--- src/design/ngh_pkg.sv ---
package ngh_pkg;

  // Default widths of the sample and coefficient formats
  localparam int SAMPLE_BITS_DEF = 24;
  localparam int COEF_BITS_DEF   = 16;

  // Fixed widths of the hold counter and the register index
  localparam int HOLD_BITS    = 18;
  localparam int CFG_IDX_BITS = 3;

  // Register values after reset
  localparam int RST_ATTACK_COEF  = 1359;
  localparam int RST_RELEASE_COEF = 17;
  localparam int RST_OPEN_LEVEL   = 66592;
  localparam int RST_CLOSE_LEVEL  = 47144;
  localparam int RST_HOLD_SAMPLES = 1920;
  localparam int RST_FLOOR_GAIN   = 7;
  localparam int RST_DET_SOURCE   = 0;
  localparam int RST_STEREO       = 1;

  // Detector source codes; any other code selects the main channels
  localparam logic [1:0] DET_SIDE_L  = 2'd1;
  localparam logic [1:0] DET_SIDE_LR = 2'd2;

  // Configuration register indexes
  typedef enum logic [CFG_IDX_BITS-1:0] {
    CFG_ATTACK_COEF  = 3'd0,
    CFG_RELEASE_COEF = 3'd1,
    CFG_OPEN_LEVEL   = 3'd2,
    CFG_CLOSE_LEVEL  = 3'd3,
    CFG_HOLD_SAMPLES = 3'd4,
    CFG_FLOOR_GAIN   = 3'd5,
    CFG_DET_SOURCE   = 3'd6,
    CFG_STEREO       = 3'd7
  } cfg_idx_t;

  // Operand selection of the shared multiplier
  typedef enum logic [2:0] {
    MUL_NONE  = 3'd0,
    MUL_ENV   = 3'd1,
    MUL_GAIN  = 3'd2,
    MUL_LEFT  = 3'd3,
    MUL_RIGHT = 3'd4
  } mul_op_t;

  // Commands from the sequencer to the datapath
  typedef struct packed {
    logic    load_in;
    mul_op_t mul_op;
    logic    upd_diff;
    logic    upd_env;
    logic    upd_gain;
    logic    cap_left;
    logic    load_out;
  } dp_cmd_t;

endpackage

--- src/design/ngh_cfg.sv ---
module ngh_cfg #(
  parameter int SAMPLE_BITS = 24,
  parameter int COEF_BITS   = 16,
  parameter int CFG_DW      = 24
) (
  input  logic                          clk,
  input  logic                          rst_n,
  input  logic                          cfg_valid,
  input  ngh_pkg::cfg_idx_t             cfg_index,
  input  logic [CFG_DW-1:0]             cfg_data,
  output logic [COEF_BITS-1:0]          attack_coef,
  output logic [COEF_BITS-1:0]          release_coef,
  output logic [SAMPLE_BITS-1:0]        open_level,
  output logic [SAMPLE_BITS-1:0]        close_level,
  output logic [ngh_pkg::HOLD_BITS-1:0] hold_samples,
  output logic [COEF_BITS:0]            floor_gain,
  output logic [1:0]                    detector_source,
  output logic                          stereo
);
  import ngh_pkg::*;

  logic [COEF_BITS-1:0]   attack_r;
  logic [COEF_BITS-1:0]   release_r;
  logic [SAMPLE_BITS-1:0] open_r;
  logic [SAMPLE_BITS-1:0] close_r;
  logic [HOLD_BITS-1:0]   hold_r;
  logic [COEF_BITS:0]     floor_r;
  logic [1:0]             det_src_r;
  logic                   stereo_r;

  // Register file: one register written per completed transfer
  always_ff @(posedge clk) begin
    if (!rst_n) begin
      attack_r  <= COEF_BITS'(RST_ATTACK_COEF);
      release_r <= COEF_BITS'(RST_RELEASE_COEF);
      open_r    <= SAMPLE_BITS'(RST_OPEN_LEVEL);
      close_r   <= SAMPLE_BITS'(RST_CLOSE_LEVEL);
      hold_r    <= HOLD_BITS'(RST_HOLD_SAMPLES);
      floor_r   <= (COEF_BITS + 1)'(RST_FLOOR_GAIN);
      det_src_r <= 2'(RST_DET_SOURCE);
      stereo_r  <= 1'(RST_STEREO);
    end else if (cfg_valid) begin
      unique case (cfg_index)
        CFG_ATTACK_COEF:  attack_r  <= cfg_data[COEF_BITS-1:0];
        CFG_RELEASE_COEF: release_r <= cfg_data[COEF_BITS-1:0];
        CFG_OPEN_LEVEL:   open_r    <= cfg_data[SAMPLE_BITS-1:0];
        CFG_CLOSE_LEVEL:  close_r   <= cfg_data[SAMPLE_BITS-1:0];
        CFG_HOLD_SAMPLES: hold_r    <= cfg_data[HOLD_BITS-1:0];
        CFG_FLOOR_GAIN:   floor_r   <= cfg_data[COEF_BITS:0];
        CFG_DET_SOURCE:   det_src_r <= cfg_data[1:0];
        CFG_STEREO:       stereo_r  <= cfg_data[0];
      endcase
    end
  end

  assign attack_coef     = attack_r;
  assign release_coef    = release_r;
  assign open_level      = open_r;
  assign close_level     = close_r;
  assign hold_samples    = hold_r;
  assign floor_gain      = floor_r;
  assign detector_source = det_src_r;
  assign stereo          = stereo_r;

endmodule

--- src/design/ngh_ctrl.sv ---
module ngh_ctrl (
  input  logic             clk,
  input  logic             rst_n,
  input  logic             in_tvalid,
  output logic             in_tready,
  output logic             out_tvalid,
  input  logic             out_tready,
  output ngh_pkg::dp_cmd_t cmd
);
  import ngh_pkg::*;

  typedef enum logic [3:0] {
    S_IDLE,
    S_DIFF,
    S_ENV_MUL,
    S_ENV_UPD,
    S_GAIN_MUL,
    S_GAIN_UPD,
    S_LEFT_MUL,
    S_RIGHT_MUL,
    S_FINISH
  } state_t;

  state_t state_r;
  logic   out_valid_r;
  logic   out_free;

  // The output register can take a new result when empty or being emptied
  assign out_free   = !out_valid_r || out_tready;
  assign in_tready  = (state_r == S_IDLE);
  assign out_tvalid = out_valid_r;

  // Command decode for each step of the sequence
  always_comb begin
    cmd        = '0;
    cmd.mul_op = MUL_NONE;
    unique case (state_r)
      S_IDLE:      cmd.load_in  = in_tvalid;
      S_DIFF:      cmd.upd_diff = 1'b1;
      S_ENV_MUL:   cmd.mul_op   = MUL_ENV;
      S_ENV_UPD:   cmd.upd_env  = 1'b1;
      S_GAIN_MUL:  cmd.mul_op   = MUL_GAIN;
      S_GAIN_UPD:  cmd.upd_gain = 1'b1;
      S_LEFT_MUL:  cmd.mul_op   = MUL_LEFT;
      S_RIGHT_MUL: begin
        cmd.mul_op   = MUL_RIGHT;
        cmd.cap_left = 1'b1;
      end
      S_FINISH:    cmd.load_out = out_free;
      default:     cmd.mul_op   = MUL_NONE;
    endcase
  end

  // Sequencer state and the output valid flag
  always_ff @(posedge clk) begin
    if (!rst_n) begin
      state_r     <= S_IDLE;
      out_valid_r <= 1'b0;
    end else begin
      unique case (state_r)
        S_IDLE:      if (in_tvalid) state_r <= S_DIFF;
        S_DIFF:      state_r <= S_ENV_MUL;
        S_ENV_MUL:   state_r <= S_ENV_UPD;
        S_ENV_UPD:   state_r <= S_GAIN_MUL;
        S_GAIN_MUL:  state_r <= S_GAIN_UPD;
        S_GAIN_UPD:  state_r <= S_LEFT_MUL;
        S_LEFT_MUL:  state_r <= S_RIGHT_MUL;
        S_RIGHT_MUL: state_r <= S_FINISH;
        S_FINISH:    if (out_free) state_r <= S_IDLE;
        default:     state_r <= S_IDLE;
      endcase
      if (cmd.load_out) begin
        out_valid_r <= 1'b1;
      end else if (out_tready) begin
        out_valid_r <= 1'b0;
      end
    end
  end

`ifndef SYNTHESIS
  // An accepted frame starts the sequence on the next cycle
  assert property (@(posedge clk) disable iff (!rst_n)
    in_tvalid && in_tready |=> state_r == S_DIFF)
    else $error("accepted frame did not start the sequence");

  // A new result appears only from the final step
  assert property (@(posedge clk) disable iff (!rst_n)
    $rose(out_valid_r) |-> $past(state_r) == S_FINISH && state_r == S_IDLE)
    else $error("result raised outside the final step");

  // No second frame is taken while one is being worked on
  assert property (@(posedge clk) disable iff (!rst_n)
    cmd.load_in |=> !in_tready)
    else $error("input ready while busy");
`endif

endmodule

--- src/design/ngh_dp.sv ---
module ngh_dp #(
  parameter int SAMPLE_BITS = 24,
  parameter int COEF_BITS   = 16
) (
  input  logic                          clk,
  input  logic                          rst_n,
  input  ngh_pkg::dp_cmd_t              cmd,
  input  logic signed [SAMPLE_BITS-1:0] in_left,
  input  logic signed [SAMPLE_BITS-1:0] in_right,
  input  logic signed [SAMPLE_BITS-1:0] side_left,
  input  logic signed [SAMPLE_BITS-1:0] side_right,
  input  logic [COEF_BITS-1:0]          attack_coef,
  input  logic [COEF_BITS-1:0]          release_coef,
  input  logic [SAMPLE_BITS-1:0]        open_level,
  input  logic [SAMPLE_BITS-1:0]        close_level,
  input  logic [ngh_pkg::HOLD_BITS-1:0] hold_samples,
  input  logic [COEF_BITS:0]            floor_gain,
  input  logic [1:0]                    detector_source,
  input  logic                          stereo,
  output logic signed [SAMPLE_BITS-1:0] out_left,
  output logic signed [SAMPLE_BITS-1:0] out_right,
  output logic [COEF_BITS:0]            gain_now,
  output logic                          gate_open
);
  import ngh_pkg::*;

  // Multiplier operand and product widths
  localparam int MA = (SAMPLE_BITS + 1 > COEF_BITS + 2) ? SAMPLE_BITS + 1 : COEF_BITS + 2;
  localparam int PW = MA + COEF_BITS + 2;
  localparam logic [COEF_BITS:0]     UNITY    = {1'b1, {COEF_BITS{1'b0}}};
  localparam logic [SAMPLE_BITS-1:0] ENV_MAX  = {1'b1, {(SAMPLE_BITS - 1){1'b0}}};

  function automatic logic [SAMPLE_BITS-1:0] mag(input logic signed [SAMPLE_BITS-1:0] v);
    logic signed [SAMPLE_BITS:0] w;
    w = {v[SAMPLE_BITS-1], v};
    if (w[SAMPLE_BITS]) w = -w;
    return w[SAMPLE_BITS-1:0];
  endfunction

  logic signed [SAMPLE_BITS-1:0] left_r;
  logic signed [SAMPLE_BITS-1:0] right_r;
  logic [SAMPLE_BITS-1:0]        det_r;
  logic signed [SAMPLE_BITS:0]   diff_r;
  logic                          rising_r;
  logic [SAMPLE_BITS-1:0]        env_r;
  logic [COEF_BITS:0]            gain_r;
  logic [HOLD_BITS-1:0]          hold_r;
  logic                          open_r;
  logic signed [PW-1:0]          prod_r;
  logic signed [SAMPLE_BITS-1:0] left_out_r;
  logic signed [SAMPLE_BITS-1:0] out_left_r;
  logic signed [SAMPLE_BITS-1:0] out_right_r;
  logic [COEF_BITS:0]            out_gain_r;
  logic                          out_open_r;

  logic [SAMPLE_BITS-1:0]        mag_l, mag_r, mag_sl, mag_sr, det;
  logic signed [SAMPLE_BITS:0]   diff;
  logic [COEF_BITS:0]            floor_lim, gain_tgt;
  logic signed [COEF_BITS+1:0]   gain_diff;
  logic signed [MA-1:0]          mul_a;
  logic [COEF_BITS:0]            mul_b;
  logic signed [PW-1:0]          prod;
  logic signed [SAMPLE_BITS+1:0] env_sum;
  logic [SAMPLE_BITS-1:0]        env_new;
  logic                          open_nxt;
  logic [HOLD_BITS-1:0]          hold_nxt;
  logic signed [COEF_BITS+2:0]   gain_sum;
  logic [COEF_BITS:0]            gain_nxt;
  logic signed [SAMPLE_BITS:0]   prod_sh;
  logic signed [SAMPLE_BITS-1:0] sat;

  // Peak detector over the selected channels, taken from the input transfer
  assign mag_l  = mag(in_left);
  assign mag_r  = stereo ? mag(in_right) : '0;
  assign mag_sl = mag(side_left);
  assign mag_sr = mag(side_right);

  always_comb begin
    unique case (detector_source)
      DET_SIDE_L:  det = mag_sl;
      DET_SIDE_LR: det = (mag_sr > mag_sl) ? mag_sr : mag_sl;
      default:     det = (mag_r > mag_l) ? mag_r : mag_l;
    endcase
  end

  // Distance from the envelope to the detector
  assign diff = $signed({1'b0, det_r}) - $signed({1'b0, env_r});

  // Gain target: unity while open, else the floor limited to unity
  assign floor_lim = (floor_gain > UNITY) ? UNITY : floor_gain;
  assign gain_tgt  = open_r ? UNITY : floor_lim;
  assign gain_diff = $signed({1'b0, gain_tgt}) - $signed({1'b0, gain_r});

  // Shared multiplier operand selection
  always_comb begin
    unique case (cmd.mul_op)
      MUL_ENV: begin
        mul_a = MA'(diff_r);
        mul_b = {1'b0, rising_r ? attack_coef : release_coef};
      end
      MUL_GAIN: begin
        mul_a = MA'(gain_diff);
        mul_b = {1'b0, open_r ? attack_coef : release_coef};
      end
      MUL_LEFT: begin
        mul_a = MA'(left_r);
        mul_b = gain_r;
      end
      MUL_RIGHT: begin
        mul_a = MA'(right_r);
        mul_b = gain_r;
      end
      default: begin
        mul_a = '0;
        mul_b = '0;
      end
    endcase
  end

  assign prod = mul_a * $signed({1'b0, mul_b});

  // Envelope step, floor of the scaled product
  assign env_sum = $signed({2'b00, env_r}) + prod_r[COEF_BITS +: SAMPLE_BITS + 2];
  assign env_new = env_sum[SAMPLE_BITS-1:0];

  // Gate decision with hold and hysteresis on the new envelope
  always_comb begin
    open_nxt = open_r;
    hold_nxt = hold_r;
    priority if (env_new >= open_level) begin
      open_nxt = 1'b1;
      hold_nxt = hold_samples;
    end else if (open_r && hold_r != '0) begin
      hold_nxt = hold_r - 1'b1;
    end else if (env_new <= close_level) begin
      open_nxt = 1'b0;
    end
  end

  // Gain glide, clamped to zero..unity
  assign gain_sum = $signed({2'b00, gain_r}) + prod_r[COEF_BITS +: COEF_BITS + 3];

  always_comb begin
    priority if (gain_sum < 0) begin
      gain_nxt = '0;
    end else if (gain_sum > $signed({2'b00, UNITY})) begin
      gain_nxt = UNITY;
    end else begin
      gain_nxt = gain_sum[COEF_BITS:0];
    end
  end

  // Sample times gain, saturated to the sample range
  assign prod_sh = prod_r[COEF_BITS +: SAMPLE_BITS + 1];
  assign sat = (prod_sh[SAMPLE_BITS] != prod_sh[SAMPLE_BITS-1]) ?
               {prod_sh[SAMPLE_BITS], {(SAMPLE_BITS - 1){~prod_sh[SAMPLE_BITS]}}} :
               prod_sh[SAMPLE_BITS-1:0];

  // Filter and gate state
  always_ff @(posedge clk) begin
    if (!rst_n) begin
      env_r  <= '0;
      gain_r <= '0;
      hold_r <= '0;
      open_r <= 1'b0;
    end else begin
      if (cmd.upd_env) begin
        env_r  <= env_new;
        open_r <= open_nxt;
        hold_r <= hold_nxt;
      end
      if (cmd.upd_gain) begin
        gain_r <= gain_nxt;
      end
    end
  end

  // Working registers and the output register
  always_ff @(posedge clk) begin
    if (cmd.load_in) begin
      left_r  <= in_left;
      right_r <= in_right;
      det_r   <= det;
    end
    if (cmd.upd_diff) begin
      diff_r   <= diff;
      rising_r <= !diff[SAMPLE_BITS] && (diff != '0);
    end
    if (cmd.mul_op != MUL_NONE) begin
      prod_r <= prod;
    end
    if (cmd.cap_left) begin
      left_out_r <= sat;
    end
    if (cmd.load_out) begin
      out_left_r  <= left_out_r;
      out_right_r <= stereo ? sat : '0;
      out_gain_r  <= gain_r;
      out_open_r  <= open_r;
    end
  end

  assign out_left  = out_left_r;
  assign out_right = out_right_r;
  assign gain_now  = out_gain_r;
  assign gate_open = out_open_r;

`ifndef SYNTHESIS
  // The glide never leaves zero..unity
  assert property (@(posedge clk) disable iff (!rst_n) gain_r <= UNITY)
    else $error("gain above unity");

  // The envelope stays within the detector range
  assert property (@(posedge clk) disable iff (!rst_n) env_r <= ENV_MAX)
    else $error("envelope out of range");

  // Reaching the open level opens the gate and reloads the hold count
  assert property (@(posedge clk) disable iff (!rst_n)
    cmd.upd_env && env_new >= open_level |=> open_r && hold_r == $past(hold_samples))
    else $error("gate did not open at the open level");
`endif

endmodule

--- src/design/noise_gate_hysteresis_hold.sv ---
// Noise gate with hold and hysteresis.
// Input channel in_*: one transfer carries a stereo frame and two sidechain
// samples, all signed Q1.23. Result channel out_*: one transfer per frame
// with both gated samples, the gain applied (Q1.16) and the gate state.
// Configuration channel cfg_*: register index and data; cfg_ready is always
// high and writes are meant to happen while no frame is in progress.
// Each frame passes a sequencer that uses one shared multiplier four times
// (envelope step, gain step, left and right product) with an update step
// after each filter product. A frame is accepted in the idle step and its
// result enters the output register in the final step; the next frame is
// taken once back in idle. The output register lets the next frame be accepted
// while a result still waits; if the receiver stalls, the sequence waits in
// its final step until the register is free, and input ready stays low.
// Reset (rst_n low at a clock edge) closes the gate, clears envelope, gain
// and hold count, empties the output register and loads the register
// defaults.
module noise_gate_hysteresis_hold #(
  parameter int  SAMPLE_BITS = ngh_pkg::SAMPLE_BITS_DEF,
  parameter int  COEF_BITS   = ngh_pkg::COEF_BITS_DEF,
  localparam int IN_W   = ((4 * SAMPLE_BITS + 7) / 8) * 8,
  localparam int OUT_W  = ((2 * SAMPLE_BITS + COEF_BITS + 2 + 7) / 8) * 8,
  localparam int CFG_DW = (SAMPLE_BITS > COEF_BITS + 1) ?
                          ((SAMPLE_BITS > ngh_pkg::HOLD_BITS) ? SAMPLE_BITS
                                                              : ngh_pkg::HOLD_BITS) :
                          ((COEF_BITS + 1 > ngh_pkg::HOLD_BITS) ? COEF_BITS + 1
                                                                : ngh_pkg::HOLD_BITS)
) (
  input  logic              clk,
  input  logic              rst_n,
  input  logic              in_tvalid,
  output logic              in_tready,
  // in_left, in_right, side_left, side_right
  input  logic [IN_W-1:0]   in_tdata,
  output logic              out_tvalid,
  input  logic              out_tready,
  // out_left, out_right, gain_now, gate_open
  output logic [OUT_W-1:0]  out_tdata,
  input  logic              cfg_valid,
  output logic              cfg_ready,
  input  ngh_pkg::cfg_idx_t cfg_index,
  input  logic [CFG_DW-1:0] cfg_data
);
  import ngh_pkg::*;

  dp_cmd_t                       cmd;
  logic [COEF_BITS-1:0]          attack_coef, release_coef;
  logic [SAMPLE_BITS-1:0]        open_level, close_level;
  logic [HOLD_BITS-1:0]          hold_samples;
  logic [COEF_BITS:0]            floor_gain;
  logic [1:0]                    detector_source;
  logic                          stereo;
  logic signed [SAMPLE_BITS-1:0] out_left, out_right;
  logic [COEF_BITS:0]            gain_now;
  logic                          gate_open;

  // Registers take a write on every cycle
  assign cfg_ready = 1'b1;

  ngh_cfg #(
    .SAMPLE_BITS (SAMPLE_BITS),
    .COEF_BITS   (COEF_BITS),
    .CFG_DW      (CFG_DW)
  ) u_cfg (
    .clk             (clk),
    .rst_n           (rst_n),
    .cfg_valid       (cfg_valid),
    .cfg_index       (cfg_index),
    .cfg_data        (cfg_data),
    .attack_coef     (attack_coef),
    .release_coef    (release_coef),
    .open_level      (open_level),
    .close_level     (close_level),
    .hold_samples    (hold_samples),
    .floor_gain      (floor_gain),
    .detector_source (detector_source),
    .stereo          (stereo)
  );

  ngh_ctrl u_ctrl (
    .clk        (clk),
    .rst_n      (rst_n),
    .in_tvalid  (in_tvalid),
    .in_tready  (in_tready),
    .out_tvalid (out_tvalid),
    .out_tready (out_tready),
    .cmd        (cmd)
  );

  ngh_dp #(
    .SAMPLE_BITS (SAMPLE_BITS),
    .COEF_BITS   (COEF_BITS)
  ) u_dp (
    .clk             (clk),
    .rst_n           (rst_n),
    .cmd             (cmd),
    .in_left         (in_tdata[0 +: SAMPLE_BITS]),
    .in_right        (in_tdata[SAMPLE_BITS +: SAMPLE_BITS]),
    .side_left       (in_tdata[2 * SAMPLE_BITS +: SAMPLE_BITS]),
    .side_right      (in_tdata[3 * SAMPLE_BITS +: SAMPLE_BITS]),
    .attack_coef     (attack_coef),
    .release_coef    (release_coef),
    .open_level      (open_level),
    .close_level     (close_level),
    .hold_samples    (hold_samples),
    .floor_gain      (floor_gain),
    .detector_source (detector_source),
    .stereo          (stereo),
    .out_left        (out_left),
    .out_right       (out_right),
    .gain_now        (gain_now),
    .gate_open       (gate_open)
  );

  // Result fields packed from the lowest bit up, zero filled to whole bytes
  assign out_tdata = OUT_W'({gate_open, gain_now, out_right, out_left});

endmodule

--- config.mk ---
export PLATFORM = sky130hd
export DESIGN_NAME = noise_gate_hysteresis_hold
export DESIGN_NICKNAME = d
export VERILOG_FILES = /design/src/design/ngh_pkg.sv /design/src/design/ngh_cfg.sv /design/src/design/ngh_ctrl.sv /design/src/design/ngh_dp.sv /design/src/design/noise_gate_hysteresis_hold.sv
export SDC_FILE = /design/constraint.sdc
export NUM_CORES = 2
export LEC_CHECK = 0
export BUFFER_PORTS_ARGS = -buffer_cell sky130_fd_sc_hd__buf_2
export CAP_MARGIN = 20
export CORE_ASPECT_RATIO = 2
export CORE_MARGIN = 2
export CORE_UTILIZATION = 56
export CTS_BUF_LIST = sky130_fd_sc_hd__clkbuf_4 sky130_fd_sc_hd__clkbuf_8 sky130_fd_sc_hd__clkbuf_16
export CTS_CLUSTER_DIAMETER = 150
export CTS_CLUSTER_SIZE = 16
export DETAILED_ROUTE_END_ITERATION = 6
export PLACE_DENSITY_LB_ADDON = 0.3
export SYNTH_ARGS = -nofsm -noshare
export SYNTH_HDL_FRONTEND = slang
export SYNTH_HIERARCHICAL = 1
export SYNTH_SLANG_ARGS = --single-unit
--- constraint.sdc ---
create_clock -name clk -period 13.6 [get_ports clk]
set_input_delay 1.36 -clock clk [delete_from_list [all_inputs] [get_ports clk]]
set_output_delay 1.36 -clock clk [all_outputs]
set_load 0.05 [all_outputs]
Yosys cells after proc, flatten, opt, wreduce, memory -nomap -nowiden
Index checks and enable logic that the tools add are counted.

operators by class
  add/sub/neg operators = 9
  multipliers = 1
  order comparisons = 7
  equality and inequality tests = 25
  muxes and demuxes = 34
  bitwise logic cells = 1
  reduce and logical (&&, ||, !) cells = 25

operators with widths
  operator               count
  $mux 24                8
  $pmux 25 s4            1
  $neg 24->24            4
  $mux 17                4
  $pmux 17 s3            1
  $gt 24x24->1           2
  $pmux 24 s2            1
  $mul 25x18->41         1
  $mux 18                2
  $pmux 4 s9             1
  $mux 16                2
  $reduce_bool 25->1     1
  $sub 24x24->25         1
  $add 24x24->24         1
  $ge 24x24->1           1
  $le 24x24->1           1
  $reduce_and 2->1       10
  $add 17x19->19         1
  $gt 19x18->1 const B   1
  $lt 19x1->1 const B    1
  $reduce_bool 18->1     1
  $sub 17x17->18         1
  $sub 18x1->18 const B  1
  $gt 17x17->1 const B   1
  other kinds (25)       53

storage, ports and cells
  bits in registers = 412
  bits of input ports = 128

Logic depth before layout (Yosys ltp)
  depth after elaboration = 6
  depth in mapped cells = 39
  gate-level depth less buffers = 37

By module
The synthesis kept the hierarchy.

modules (own cells, without submodules)
  module                      instances  cells an instance  area each (um^2)  sequential area each (um^2)
  ngh_dp                      1          3723               34182.8           7597.3
  ngh_cfg                     1          439                4533.1            2362.3
  ngh_ctrl                    1          34                 315.3             100.1
  noise_gate_hysteresis_hold  1          10                 67.6              0.0

Least setup slack after synthesis
No wires, ideal clock.

  path kind = register -> register
  from = register u_cfg.floor_r[0] (netlist: u_cfg/floor_gain[0])
  to = register u_dp.prod_r[33] (data pin)
  setup time = 0.266 ns
  arrival = 9.359 ns
  required time = 13.334 ns
  slack = 3.975 ns
  cell stages (with the launch flop) = 38
  buffers on the path = 1
  period minus slack after synthesis = 9.625 ns
  path through = dfxtp_1 -> nor4_1 -> nand4_1 -> a21oi_1 -> clkbuf_1 -> nand2_1 -> ha_1 -> fa_1 -> nor2b_1 -> o21ai_0 -> a21boi_0 -> o21ai_0 -> a21oi_1 -> xor2_1 -> a221oi_1 -> nor2_1 -> fa_1 -> inv_1 -> (+2 left out) -> fa_1 -> inv_1 -> fa_1 -> inv_1 -> fa_1 -> inv_1 -> fa_1 -> inv_1 -> ha_1 -> a211oi_1 -> a21oi_1 -> a2111oi_1 -> a21oi_1 -> nor3_1 -> o31ai_1 -> a2111oi_0 -> nor3_1 -> xor2_1

between the ends
  word-level cells in the longest chain between the ends = 6

RTL lines
  element                  RTL line       source
  start, declared          ngh_cfg.sv:27  logic [COEF_BITS:0] floor_r;
  start signal, assigned   ngh_cfg.sv:39  floor_r <= (COEF_BITS + 1)'(RST_FLOOR_GAIN);
  start signal, assigned   ngh_cfg.sv:49  CFG_FLOOR_GAIN: floor_r <= cfg_data[COEF_BITS:0];
  $gt 17x17->1             ngh_dp.sv:90   assign floor_lim = (floor_gain > UNITY) ? UNITY : floor_gain;
  $mux 17 (*)              ngh_dp.sv:90
  $mux 17 (*)              ngh_dp.sv:91   assign gain_tgt = open_r ? UNITY : floor_lim;
  $sub 17x17->18 (*)       ngh_dp.sv:92   assign gain_diff = $signed({1'b0, gain_tgt}) - $signed({1'b0, gain_r});
  $pmux 25 s4 (*)          ngh_dp.sv:96   unique case (cmd.mul_op)
  $mul 25x18->41 (*)       ngh_dp.sv:120  assign prod = mul_a * $signed({1'b0, mul_b});
  named net u_dp.prod[33]  ngh_dp.sv:62   logic signed [PW-1:0] prod;
  end signal, assigned     ngh_dp.sv:190  prod_r <= prod;
  end, declared            ngh_dp.sv:49   logic signed [PW-1:0] prod_r;

Mark *: on every way through the listed nets, which the timed path passes. The rest lies on a longest branch.
A chain may end at the register's enable or synchronous reset.

Final worst setup path
Ends and elaborated chain as after synthesis.

==> metrics.txt <==
# TYPE chip_impl_metric gauge
chip_impl_info{name="critical-path-top-cell-by-count",value="sky130_fd_sc_hd__fa_1"} 1
chip_impl_metric{name="slew_violations",unit=""} 0
chip_impl_info{name="clockRootBuffer",value="sky130_fd_sc_hd__clkbuf_16"} 1
chip_impl_metric{name="clk_path_buf_depth",unit=""} 3
chip_impl_info{name="worst_hold_path_type",value="reg -> reg"} 1
chip_impl_metric{name="final_net_count",unit=""} 5135
chip_impl_metric{name="synth.avg_cell_area",unit="sq um"} 9.30
chip_impl_metric{name="netlist_area",unit="sq um"} 39100
chip_impl_metric{name="timing.clock.skew",unit="ns"} 0.0236
chip_impl_metric{name="synth-seq-cells",unit=""} 396
chip_impl_metric{name="avgViaCountPerCell",unit=""} 5.96
chip_impl_metric{name="hold_buffers",unit=""} 0
chip_impl_metric{name="fillerInstances",unit=""} 5980
chip_impl_metric{name="post_cts_setup_driven_buffer_insertion_count",unit=""} 0
chip_impl_metric{name="hold_violations",unit=""} 0
chip_impl_info{name="tritoncts_clock_tree",value="built"} 1
chip_impl_metric{name="die_h",unit="microns"} 378
chip_impl_metric{name="post-route-cell-area",unit="sq um"} 42000
chip_impl_info{name="slowest_stage",value="sky130_fd_sc_hd__o31a_1"} 1
chip_impl_metric{name="dpl_cell_area",unit="sq um"} 40900
chip_impl_metric{name="synth_seq_area_share",unit="%"} 25.7
chip_impl_info{name="endpoint_of_the_most_critical_register_to_register_path",value="u_dp/prod_r[33]"} 1
chip_impl_metric{name="worst-r2r-cell-count",unit=""} 35
chip_impl_metric{name="post-dp-hpwl",unit="mm"} 90.2
chip_impl_metric{name="dr.pass1.iters",unit=""} 7
chip_impl_metric{name="cellLeakagePower",unit="nW"} 18.9
chip_impl_metric{name="clock_insertion_delay_at_the_later_pin_of_the_skew_report",unit="ns"} 0.59
chip_impl_metric{name="synthesis.instances",unit=""} 4206
chip_impl_info{name="synth_flop_cell",value="sky130_fd_sc_hd__edfxtp_1"} 1
chip_impl_metric{name="detailed_router_s_first_iteration_violation_count",unit=""} 2577
chip_impl_metric{name="vdd_ir_drop_max",unit="V"} 0.000107
chip_impl_metric{name="setup.reg_to_reg.worst_slack",unit="ns"} 3.02
chip_impl_info{name="startpoint_to_endpoint_class_of_the_critical_path",value="reg -> reg"} 1
chip_impl_metric{name="global_route.usage.total",unit="%"} 32.2
chip_impl_metric{name="placeableCoreArea",unit="sq um"} 69400
chip_impl_metric{name="timing.fmax",unit="MHz"} 94.5
chip_impl_metric{name="clock_sinks",unit=""} 396
chip_impl_metric{name="power.density_cell_area",unit="nW/um^2"} 83.1
chip_impl_info{name="worst_hold_path.endpoint",value="u_dp/out_left[23]"} 1
chip_impl_metric{name="layout-area-overhead-vs-synth",unit="%"} 7.39
chip_impl_metric{name="maximum_number_of_pins_on_one_net_before_global_route_repair",unit=""} 104
chip_impl_metric{name="worstHoldPathCells",unit=""} 0
chip_impl_metric{name="antenna_violations_before_repair",unit=""} 5
chip_impl_info{name="worst_r2r_startpoint",value="u_cfg/floor_gain[0]"} 1
chip_impl_metric{name="unique_masters_post_synth",unit=""} 93
chip_impl_metric{name="die-area",unit="sq um"} 72100
chip_impl_metric{name="path_max_fanout",unit=""} 16
chip_impl_metric{name="drc",unit=""} 0
chip_impl_metric{name="die_w",unit="microns"} 191
chip_impl_metric{name="globalplace.congestion",unit=""} 0.945
chip_impl_info{name="hold_path_startpoint",value="u_dp/left_out_r[23]"} 1
chip_impl_metric{name="detail-route-antenna-nets",unit=""} 0
chip_impl_metric{name="tightest_slew",unit="ns"} 1.22
chip_impl_metric{name="initial_core_util",unit="%"} 56.3
chip_impl_metric{name="final_min_period_over_clock_period",unit="%"} 77.8
chip_impl_metric{name="routed_wirelength",unit="mm"} 115
chip_impl_metric{name="final-setup-viol-count",unit=""} 0
chip_impl_metric{name="input_output_buffers",unit=""} 195
chip_impl_metric{name="slew_headroom",unit="%"} 17.9
chip_impl_info{name="status",value="finished clean"} 1
chip_impl_metric{name="critPathMaxStageDelay",unit="ns"} 0.70
chip_impl_metric{name="shortest_clock_period_the_worst_path_allows_after_layout",unit="ns"} 10.58
chip_impl_info{name="rsz0062_at_grt",value="no"} 1
chip_impl_metric{name="required",unit="ns"} 13.92
chip_impl_metric{name="power",unit="mW"} 3.49
chip_impl_metric{name="postCtsResizedCells",unit=""} 0
chip_impl_metric{name="clock_input_transition_at_the_sequential_cells_of_the_worst_setup_and_hold_paths",unit="ns"} 0.09
chip_impl_metric{name="async_flop_share",unit="%"} 0
chip_impl_metric{name="post_detailed_route_wirelength_per_cell",unit="microns"} 21.9
chip_impl_info{name="critPathCaptureType",value="flop"} 1
chip_impl_info{name="setup.worst_path.start_class",value="flop"} 1
chip_impl_metric{name="vias",unit=""} 31228
chip_impl_metric{name="grt_pass1_vias",unit=""} 31813
chip_impl_metric{name="arrival",unit="ns"} 10.91
chip_impl_metric{name="cts_made_buffers",unit=""} 28
chip_impl_metric{name="post_route_cells_drive_above_1_share",unit="%"} 9.11
chip_impl_metric{name="setup_total_negative_slack",unit="ns"} 0
chip_impl_metric{name="i_o_pin_count",unit=""} 203
chip_impl_metric{name="cts_htree_levels",unit=""} 1
chip_impl_metric{name="grt_overflow",unit=""} 0
chip_impl_metric{name="yosys_warnings",unit=""} 6
chip_impl_metric{name="max_cap_viols",unit=""} 0
chip_impl_metric{name="floorplan.rows",unit=""} 137
chip_impl_metric{name="first_pass_grt_wire_length",unit="mm"} 178
chip_impl_metric{name="number_of_enable_type_register_cells_in_the_synthesized_netlist",unit=""} 213
## layout by cell type, fill, tap and decap left out, types with 20 or more instances in the layout
cell type | Yosys | final
sky130_fd_sc_hd__xor2_1 | 83 | 83
sky130_fd_sc_hd__fa_1 | 401 | 401
sky130_fd_sc_hd__nand3_1 | 54 | 54
sky130_fd_sc_hd__and2_1 | 74 | 73
sky130_fd_sc_hd__nor4_1 | 20 | 20
sky130_fd_sc_hd__buf_2 | 10 | 194
sky130_fd_sc_hd__buf_4 | 13 | 57
sky130_fd_sc_hd__nand2_1 | 351 | 351
sky130_fd_sc_hd__a21oi_1 | 142 | 141
sky130_fd_sc_hd__or3_1 | 33 | 33
sky130_fd_sc_hd__a211oi_1 | 23 | 23
sky130_fd_sc_hd__o21ai_0 | 107 | 107
sky130_fd_sc_hd__edfxtp_1 | 213 | 213
sky130_fd_sc_hd__nor2b_1 | 80 | 79
sky130_fd_sc_hd__a21o_1 | 88 | 88
sky130_fd_sc_hd__ha_1 | 288 | 288
sky130_fd_sc_hd__nand2b_1 | 76 | 76
sky130_fd_sc_hd__dfxtp_1 | 183 | 183
sky130_fd_sc_hd__o31ai_1 | 31 | 31
sky130_fd_sc_hd__nor2_1 | 371 | 370
sky130_fd_sc_hd__xnor2_1 | 112 | 112
sky130_fd_sc_hd__mux2i_1 | 162 | 162
sky130_fd_sc_hd__nor3_1 | 75 | 74
sky130_fd_sc_hd__inv_1 | 635 | 635
sky130_fd_sc_hd__or2_2 | 31 | 31
sky130_fd_sc_hd__o21a_1 | 48 | 48
sky130_fd_sc_hd__clkbuf_16 | 0 | 30
sky130_fd_sc_hd__nand4_1 | 29 | 29
## logic make-up (layout without fill, tap and decap cells)
kind of cell               after synthesis  count (layout)  synth area share, %
xor gates and xnor gates               195             195                 4.37
other                                    2              10               0.0192
muxes                                  180             180                 4.67
DFF                                    396             396                 25.7
buffers and inverters                  818             944                 8.13
adders and majority gates              689             689                 29.7
AOI/OAI and AO/OA                      651             651                 11.6
and+or+nand+nor                       1275            1275                 15.8
## worst max path at each step
| stage | startpoint | end | slack, ns | cells past startpoint |
|---|---|---|---|---|
| after floorplan | u_cfg/floor_gain[0] | u_dp/prod_r[33] | 3.97 | 37 |
| after global placement | u_cfg/floor_gain[8] | u_dp/prod_r[33] | 3.40 | 35 |
| after detailed placement | u_cfg/floor_gain[0] | u_dp/prod_r[33] | 3.20 | 35 |
| after CTS | u_cfg/floor_gain[0] | u_dp/prod_r[33] | 3.16 | 35 |
| after global routing | u_cfg/floor_gain[0] | u_dp/prod_r[33] | 2.40 | 35 |
| final | u_cfg/floor_gain[0] | u_dp/prod_r[33] | 3.02 | 35 |
## routing by layer
| metal | routed length, microns | GRT usage, % | vias to the layer above | share of wire [%] |
|---|---|---|---|---|
| met3 | 8170 | 3.82 | 319 | 7.1 |
| met5 | 45 | 0 | - | 0.039 |
| met4 | 7410 | 17.0 | 6 | 6.5 |
| met1 | 43900 | 40.0 | 15348 | 38 |
| met2 | 55300 | 54.7 | 1319 | 48 |
| li1 | - | - | 14236 | - |
## report_power, final
part           internal [mW]  switching, mW  leakage [nW]
clock network          0.446          0.418         0.457
logic                  0.426          0.752          15.0
registers               1.37         0.0773          3.42
total                   2.24           1.25          18.9
## cell type report
cell class / count / area (sq um) / area share [%]
Antenna cell: 3 / 7.51 / 0.0179
Clock buffer: 49 / 893 / 2.13
Inverter: 637 / 2390 / 5.69
Multi-Input combinational cell: 2997 / 26000 / 61.9
Sequential cell: 396 / 10100 / 24.0
Tap cell: 903 / 1130 / 2.69
Timing Repair Buffer: 258 / 1530 / 3.65
## registers in the layout, indices dropped and copies added, names as in the netlist, 18 cells and up
signal,cells
u_dp/det_r,24
u_dp/right_r,24
u_dp/prod_r,25
u_cfg/open_level,24
u_cfg/close_level,24
u_dp/hold_r,18
u_dp/out_right,24
u_dp/env_r,24
u_cfg/hold_samples,18
u_dp/out_left,24
u_dp/left_out_r,24
u_dp/diff_r,25
u_dp/left_r,24
## critical path, delay by kind of cell (launching register included)
family / cells / cell delay, ns
buffers and inverters: 4 / 0.20
adders and majority gates: 9 / 4.14
and+or+nand+nor: 7 / 1.35
xor gates and xnor gates: 1 / 0.15
AOI/OAI and AO/OA: 14 / 4.13
DFF: 1 / 0.34
## Yosys cell counts (9+ instances only)
cell type,n,area [sq um]
sky130_fd_sc_hd__nor3_1,75,375
sky130_fd_sc_hd__dfxtp_1,183,3660
sky130_fd_sc_hd__or2_2,31,194
sky130_fd_sc_hd__o221ai_1,19,166
sky130_fd_sc_hd__nor2b_1,80,500
sky130_fd_sc_hd__fa_1,401,8030
sky130_fd_sc_hd__and2_1,74,463
sky130_fd_sc_hd__nand2_1,351,1320
sky130_fd_sc_hd__a211oi_1,23,173
sky130_fd_sc_hd__xnor2_1,112,981
sky130_fd_sc_hd__buf_2,10,50.1
sky130_fd_sc_hd__o31a_1,10,87.6
sky130_fd_sc_hd__or4_1,19,143
sky130_fd_sc_hd__nand3_1,54,270
sky130_fd_sc_hd__o31ai_1,31,233
sky130_fd_sc_hd__buf_4,13,97.6
sky130_fd_sc_hd__buf_1,9,33.8
sky130_fd_sc_hd__nor4_1,20,125
sky130_fd_sc_hd__o21bai_1,10,75.1
sky130_fd_sc_hd__o41ai_1,11,96.3
sky130_fd_sc_hd__nand2b_1,76,475
sky130_fd_sc_hd__mux2_2,18,203
sky130_fd_sc_hd__a221oi_1,16,140
sky130_fd_sc_hd__nand4_1,29,181
sky130_fd_sc_hd__or3_1,33,206
sky130_fd_sc_hd__nor2_1,371,1390
sky130_fd_sc_hd__xor2_1,83,727
sky130_fd_sc_hd__clkbuf_1,144,541
sky130_fd_sc_hd__a22oi_1,15,113
sky130_fd_sc_hd__mux2i_1,162,1620
sky130_fd_sc_hd__ha_1,288,3600
sky130_fd_sc_hd__a31oi_1,12,75.1
sky130_fd_sc_hd__inv_1,635,2380
sky130_fd_sc_hd__o21ai_0,107,536
sky130_fd_sc_hd__a21oi_1,142,711
sky130_fd_sc_hd__o21a_1,48,360
sky130_fd_sc_hd__a32o_2,12,135
sky130_fd_sc_hd__a222oi_1,11,110
sky130_fd_sc_hd__and3_1,16,100
sky130_fd_sc_hd__a21o_1,88,661
sky130_fd_sc_hd__edfxtp_1,213,6400
## stage by stage
step	hold WS [ns]	instances	worst slack, ns	utilization, %
finish	0.421	5243	3.02	60.5
global route	0.426	5240	2.40	60.5
CTS	0.422	5231	3.16	60.3
detailed placement	0.405	5182	3.20	59.0
global placement	0.401	5180	3.40	58.9
floorplan	0.400	4211	3.97	-
Power figures use the tool's default switching activity.
